**src/hdl/bchd_pkg.sv**
```systemverilog
// ----------------------------------------------------------------------------
// bchd_pkg
// Types and constants shared by the button click / hold detector files.
// ----------------------------------------------------------------------------
package bchd_pkg;

  localparam int TIME_WIDTH_DEF = 32;
  localparam int NOW_W          = 32;
  localparam int CFG_W          = 16;
  localparam int CFG_INDEX_W    = 2;
  localparam int EVENT_W        = 3;

  // Stream payload widths, rounded up to whole bytes.
  localparam int IN_TDATA_W  = 40;
  localparam int OUT_TDATA_W = 8;

  localparam logic [CFG_INDEX_W-1:0] REG_DEBOUNCE = 2'd0;
  localparam logic [CFG_INDEX_W-1:0] REG_DC_GAP   = 2'd1;
  localparam logic [CFG_INDEX_W-1:0] REG_HOLD     = 2'd2;

  localparam logic [CFG_W-1:0] DEBOUNCE_RST = 16'd20;
  localparam logic [CFG_W-1:0] DC_GAP_RST   = 16'd250;
  localparam logic [CFG_W-1:0] HOLD_RST     = 16'd1000;

  typedef enum logic [EVENT_W-1:0] {
    EV_NONE      = 3'd0,
    EV_SINGLE    = 3'd1,
    EV_DOUBLE    = 3'd2,
    EV_HOLD      = 3'd3,
    EV_HOLD_CONT = 3'd4
  } event_t;

endpackage

```
**src/hdl/button_click_hold_detector.sv**
```systemverilog
// ----------------------------------------------------------------------------
// button_click_hold_detector
// Click, double click and hold detection on timestamped button samples.
// ----------------------------------------------------------------------------
// Usage:
//   Each input transaction on s_axis carries one sample of an active-low
//   button pin and the free-running millisecond timestamp of that sample.
//   Every input transaction yields exactly one output transaction on m_axis
//   with an event code: none, single click, double click, hold start or hold
//   continuing. Debounce, double-click gap and hold thresholds are written
//   through the cfg port; the user is bound to write them only while the
//   block is idle, which the block itself does not enforce. A sample passes
//   from input acceptance through the input register, then through the
//   decision logic into the result register, where the button state is also
//   updated. Throughput is one sample per cycle while m_axis_tready is high;
//   the state update is a single pass of subtract and compare logic.
//   Reset (synchronous, active high) empties both registers, restores the
//   default thresholds (20, 250 and 1000 ms) and the idle button state.
//   When m_axis_tready is low a waiting result holds, as does a full input
//   register; s_axis_tready drops only once both are full.
// ----------------------------------------------------------------------------
module button_click_hold_detector #(
  parameter int TIME_WIDTH = bchd_pkg::TIME_WIDTH_DEF
) (
  input  logic                               clk,
  input  logic                               rst,
  // Configuration write port.
  input  logic                               cfg_we,
  input  logic [bchd_pkg::CFG_INDEX_W-1:0]   cfg_index,
  input  logic [bchd_pkg::CFG_W-1:0]         cfg_data,
  // Input samples.
  input  logic                               s_axis_tvalid,
  output logic                               s_axis_tready,
  // Fields from bit 0: button_level [0], now_ms [32:1], zero padding.
  input  logic [bchd_pkg::IN_TDATA_W-1:0]    s_axis_tdata,
  // Events.
  output logic                               m_axis_tvalid,
  input  logic                               m_axis_tready,
  // Fields from bit 0: event_code [2:0], zero padding.
  output logic [bchd_pkg::OUT_TDATA_W-1:0]   m_axis_tdata
);
  import bchd_pkg::*;

  localparam int NowKeep = (TIME_WIDTH < NOW_W) ? TIME_WIDTH : NOW_W;

  // Threshold registers.
  logic [CFG_W-1:0] debounce_ms;
  logic [CFG_W-1:0] dc_gap_ms;
  logic [CFG_W-1:0] hold_ms;

  // Input register.
  logic                  in_valid;
  logic                  in_level;
  logic [NOW_W-1:0]      in_now;

  // Result register.
  logic                  out_valid;
  event_t                out_code;

  // Button state.
  logic                  last_level;
  logic [TIME_WIDTH-1:0] press_time;
  logic [TIME_WIDTH-1:0] release_time;
  logic                  ignore_release;
  logic                  single_allowed;
  logic                  hold_reported;
  logic                  second_press_seen;
  logic                  awaiting_second;

  logic [TIME_WIDTH-1:0] press_time_next;
  logic [TIME_WIDTH-1:0] release_time_next;
  logic                  ignore_release_next;
  logic                  single_allowed_next;
  logic                  hold_reported_next;
  logic                  second_press_seen_next;
  logic                  awaiting_second_next;
  event_t                code_next;

  logic                  advance;
  logic [TIME_WIDTH-1:0] now_t;
  logic [TIME_WIDTH-1:0] since_up;
  logic [TIME_WIDTH-1:0] since_down;
  logic [TIME_WIDTH-1:0] up_after;
  logic [TIME_WIDTH-1:0] down_after;
  logic [TIME_WIDTH-1:0] deb_t;
  logic [TIME_WIDTH-1:0] gap_t;
  logic [TIME_WIDTH-1:0] hold_t;
  logic                  press_edge;
  logic                  release_edge;
  logic                  release_taken;

  assign advance       = !out_valid || m_axis_tready;
  assign s_axis_tready = !in_valid || advance;
  assign m_axis_tvalid = out_valid;
  assign m_axis_tdata  = OUT_TDATA_W'(out_code);

  assign now_t      = TIME_WIDTH'(in_now[NowKeep-1:0]);
  assign deb_t      = TIME_WIDTH'(debounce_ms);
  assign gap_t      = TIME_WIDTH'(dc_gap_ms);
  assign hold_t     = TIME_WIDTH'(hold_ms);
  assign since_up   = now_t - release_time;
  assign since_down = now_t - press_time;

  assign press_edge    = !in_level && last_level && (since_up > deb_t);
  assign release_edge  = in_level && !last_level && (since_down > deb_t);
  assign release_taken = release_edge && !ignore_release;

  // Elapsed times as seen after an edge restamps press or release time.
  assign up_after   = release_taken ? '0 : since_up;
  assign down_after = press_edge ? '0 : since_down;

  always_comb begin
    press_time_next        = press_time;
    release_time_next      = release_time;
    ignore_release_next    = ignore_release;
    single_allowed_next    = single_allowed;
    hold_reported_next     = hold_reported;
    second_press_seen_next = second_press_seen;
    awaiting_second_next   = awaiting_second;
    code_next              = EV_NONE;

    if (press_edge) begin
      press_time_next        = now_t;
      ignore_release_next    = 1'b0;
      single_allowed_next    = 1'b1;
      hold_reported_next     = 1'b0;
      second_press_seen_next = (since_up < gap_t) && !second_press_seen && awaiting_second;
      awaiting_second_next   = 1'b0;
    end else if (release_taken) begin
      release_time_next = now_t;
      if (!second_press_seen) begin
        awaiting_second_next = 1'b1;
      end else begin
        code_next              = EV_DOUBLE;
        second_press_seen_next = 1'b0;
        awaiting_second_next   = 1'b0;
        single_allowed_next    = 1'b0;
      end
    end

    // A release that saw no second press within the gap is a single click.
    if (in_level && (up_after >= gap_t) && awaiting_second_next &&
        !second_press_seen_next && single_allowed_next && (code_next != EV_DOUBLE)) begin
      code_next            = EV_SINGLE;
      awaiting_second_next = 1'b0;
    end

    if (!in_level && (down_after >= hold_t)) begin
      if (!hold_reported_next) begin
        code_next              = EV_HOLD;
        ignore_release_next    = 1'b1;
        second_press_seen_next = 1'b0;
        awaiting_second_next   = 1'b0;
        hold_reported_next     = 1'b1;
      end else begin
        code_next = EV_HOLD_CONT;
      end
    end
  end

  always_ff @(posedge clk) begin
    if (rst) begin
      debounce_ms <= DEBOUNCE_RST;
      dc_gap_ms   <= DC_GAP_RST;
      hold_ms     <= HOLD_RST;
    end else if (cfg_we) begin
      case (cfg_index)
        REG_DEBOUNCE: debounce_ms <= cfg_data;
        REG_DC_GAP:   dc_gap_ms   <= cfg_data;
        REG_HOLD:     hold_ms     <= cfg_data;
        default:      ;
      endcase
    end
  end

  always_ff @(posedge clk) begin
    if (rst) begin
      in_valid <= 1'b0;
    end else if (s_axis_tready) begin
      in_valid <= s_axis_tvalid;
    end
    if (s_axis_tready && s_axis_tvalid) begin
      in_level <= s_axis_tdata[0];
      in_now   <= s_axis_tdata[NOW_W:1];
    end
  end

  always_ff @(posedge clk) begin
    if (rst) begin
      out_valid         <= 1'b0;
      last_level        <= 1'b1;
      press_time        <= '0;
      release_time      <= '0;
      ignore_release    <= 1'b0;
      single_allowed    <= 1'b1;
      hold_reported     <= 1'b0;
      second_press_seen <= 1'b0;
      awaiting_second   <= 1'b0;
    end else if (advance) begin
      out_valid <= in_valid;
      if (in_valid) begin
        out_code          <= code_next;
        last_level        <= in_level;
        press_time        <= press_time_next;
        release_time      <= release_time_next;
        ignore_release    <= ignore_release_next;
        single_allowed    <= single_allowed_next;
        hold_reported     <= hold_reported_next;
        second_press_seen <= second_press_seen_next;
        awaiting_second   <= awaiting_second_next;
      end
    end
  end

endmodule

```
**config.mk**
```make
export PLATFORM = sky130hd
export DESIGN_NAME = button_click_hold_detector
export DESIGN_NICKNAME = d
export VERILOG_FILES = /design/src/hdl/bchd_pkg.sv /design/src/hdl/button_click_hold_detector.sv
export SDC_FILE = /design/constraint.sdc
export NUM_CORES = 1
export LEC_CHECK = 0
export BUFFER_PORTS_ARGS = -buffer_cell sky130_fd_sc_hd__buf_2
export CORE_UTILIZATION = 40
export DETAILED_ROUTE_END_ITERATION = 16
export GPL_TIMING_DRIVEN = 0
export SLEW_MARGIN = 20
export SYNTH_ARGS = -nofsm -noshare
export SYNTH_HDL_FRONTEND = slang
export SYNTH_SLANG_ARGS = --single-unit
```
**constraint.sdc**
```tcl
create_clock -name clk -period 15 [get_ports clk]
set_input_delay 0 -clock clk [delete_from_list [all_inputs] [get_ports clk]]
set_output_delay 0 -clock clk [all_outputs]
set_load 0.05 [all_outputs]
```
==> qor.txt <==
status: complete, no violations
critical path type: flop to flop
total track usage: 21.6%
CTS Hold Bufs: 55
layout net count: 1752
DR pass1 iterations: 5
reg2reg end: out_code[0]
most frequent cells in the layout: nand2_1, a21oi_1, ha_1, dfxtp_1, inv_1
IO Port Bufs: 60
PD cells: 91.2 nW/um^2
global-route wire length before repair: 49200 um
number of fillers in the final layout: 2804
CP Capture Type: flop
die height: 171 um
Worst Hold Margin: 0.0198 ns
clock-pin slew of the registers on the worst-case setup and hold paths: 0.07 ns
Critical Path Fanout Max: 10
Final GP Congestion: 0.904
Final Hold Viols: 0
Die Footprint: 29400 um^2
die width: 171 um
Slew Viols, Final: 0
Iter 0 DRT Violations: 614
Synth Cell Area: 11500 um^2
drt drc: 0
Tightest Pin Transition: 0.814 ns
Main synth FF type: dfxtp_1
Syn Area/Cell: 8.16 um^2
CTS tree: built
root buf cell: clkbuf_16
hpwl dp: 24600 um
H-tree levels: 4
register area share after synthesis: 30.3%
unrepaired setup endpoints after global routing: no
initial antenna violation count: 1
CTS Buffer Depth: 2
routed vias: 10177
Crit path top cell by count: a21o_1
fraction of final layout cells sized beyond drive strength 1: 9.24%
Worst Path Required: 15.18 ns
Tcrit/Tclk final: 52.0%
peak supply drop: 66.2 uV
Setup TNS Final: 0 ns
total wire length: 30900 um
Worst Min Path Start: cfg_index[1]
gr ovfl total: 0
fmax: 0.128 GHz
yosys warns: 0
Hold Path Class: input pin to flop
row count: 61
Design Area, Final: 13500 um^2
Hold EP: debounce_ms[13]
CTS Buf Count: 17
Worst Skew: 0.0145 ns
core area: 28000 um^2
vias in the first global route: 9713
routed length per instance: 16.0 um
Startpoint Class: flop
Final Util: 48.1%
crit-path max cell delay: 0.45 ns
Seq cells post-synth: 156
CP arrival: 7.99 ns
Total Power: 1.23 mW
Final setup viols: 0
cts repair resizes: 0
Reg2Reg Setup Slack: 7.19 ns
area grow syn2layout: 17.3%
Starting Density: 41.0%
Leak: 5.29 nW
cells after synthesis: 1407
Post-CTS Setup Inserts: 0
Period minus WS final: 7.81 ns
vias per inst: 5.25
Placed Area: 12300 um^2
ys async rst share: 0%
max cap viols: 0
ANT nets after route: 0
I/O pins: 73
largest net degree at the start of global routing: 31
reg2reg path depth: 33
worst r2r src: in_now[0]
leading cell type in the layout, fill and taps excluded: nand2_1
Synth cell types: 80
relative slew slack: 45.7%
EDFF count, synth: 36
# clock sinks: 156
Crit-path slowest cell: a211oi_1
WHS Path Cells: 4
Clk Latency, worst-skew pair: 0.44 ns
## power by group
group	total (mW)	internal (mW)	switching [mW]
logic	0.309	0.130	0.178
registers	0.459	0.446	0.0129
clock network	0.461	0.266	0.196
total	1.23	0.842	0.387
## registers in the layout, summed over array words and instances, names as in the netlist
signal / flops
release_time: 32
dc_gap_ms: 16
second_press_seen: 1
awaiting_second: 1
out_code: 3
in_level: 1
in_now: 32
press_time: 32
ignore_release: 1
hold_reported: 1
last_level: 1
debounce_ms: 16
m_axis_tvalid: 1
hold_ms: 16
single_allowed: 1
in_valid: 1
## worst max path at each step
| stage | slack (ns) | to | start | cells past startpoint |
|---|---|---|---|---|
| finish | 7.19 | out_code[0] | in_now[0] | 33 |
| global route | 6.61 | out_code[0] | in_now[0] | 33 |
| CTS | 7.18 | out_code[0] | in_now[0] | 33 |
| detailed placement | 7.24 | out_code[0] | in_now[0] | 33 |
| global placement | 7.18 | out_code[0] | in_now[0] | 33 |
| floorplan | 8.68 | second_press_seen | in_now[0] | 33 |
## worst max-delay path, delay by kind of cell, from the launching register on
family,cells,cell delay [ns]
AOI/OAI and AO/OA,18,3.82
buffers and inverters,3,0.60
DFF,1,0.37
and+or+nand+nor,7,1.11
xor gates and xnor gates,1,0.43
adders and majority gates,4,1.21
## cell families (layout without fill, tap and decap cells)
family | after synthesis | after routing | share of synthesized area [%]
AND/OR/NAND/NOR | 469 | 469 | 19.1
buffers and inverters | 172 | 320 | 6.55
adder cells (fa/ha/maj) | 143 | 143 | 15.7
other | 1 | 6 | 0.0327
AO/OA/AOI/OAI | 382 | 382 | 21.5
XOR/XNOR | 47 | 47 | 3.59
flip-flops | 156 | 156 | 30.3
multiplexers | 37 | 37 | 3.23
## cell usage after synthesis (all sizes together) (26+ instances only)
cell type | count | area (um^2)
nor2 | 115 | 432
nand4 | 26 | 163
a21oi | 155 | 776
nor2b | 40 | 258
clkbuf | 28 | 106
mux2i | 37 | 370
inv | 119 | 447
nand2 | 197 | 739
dfxtp | 120 | 2400
a21o | 50 | 377
o21ai | 62 | 310
ha | 141 | 1760
xnor2 | 29 | 254
edfxtp | 36 | 1080
## per-layer routing
metal	share of wire [%]	global-route usage, %	vias up	wire [um]
met5	0.042	0	-	13
met4	1.9	6.33	2	588
met3	3.4	2.65	37	1050
met2	45	35.4	182	13800
met1	50	29.5	4723	15500
li1	-	-	5233	-
## cell type report
cell class	instances	area (um^2)	area share (%)
Antenna cell	1	2.50	0.0186
Buffer	53	305	2.27
Clock buffer	23	522	3.87
Clock inverter	9	95.1	0.706
Inverter	119	447	3.32
Multi-Input combinational cell	1083	7270	54.0
Sequential cell	156	3480	25.9
Tap cell	378	473	3.51
Timing Repair Buffer	116	871	6.47
## through the flow
stage,setup WS [ns],instances
2_1_floorplan,8.68,1411
3_3_place_gp,7.18,1849
3_5_place_dp,7.24,1850
4_1_cts,7.18,1937
5_1_grt,6.61,1937
6_report,7.19,1938
Power figures use the tool's default switching activity.
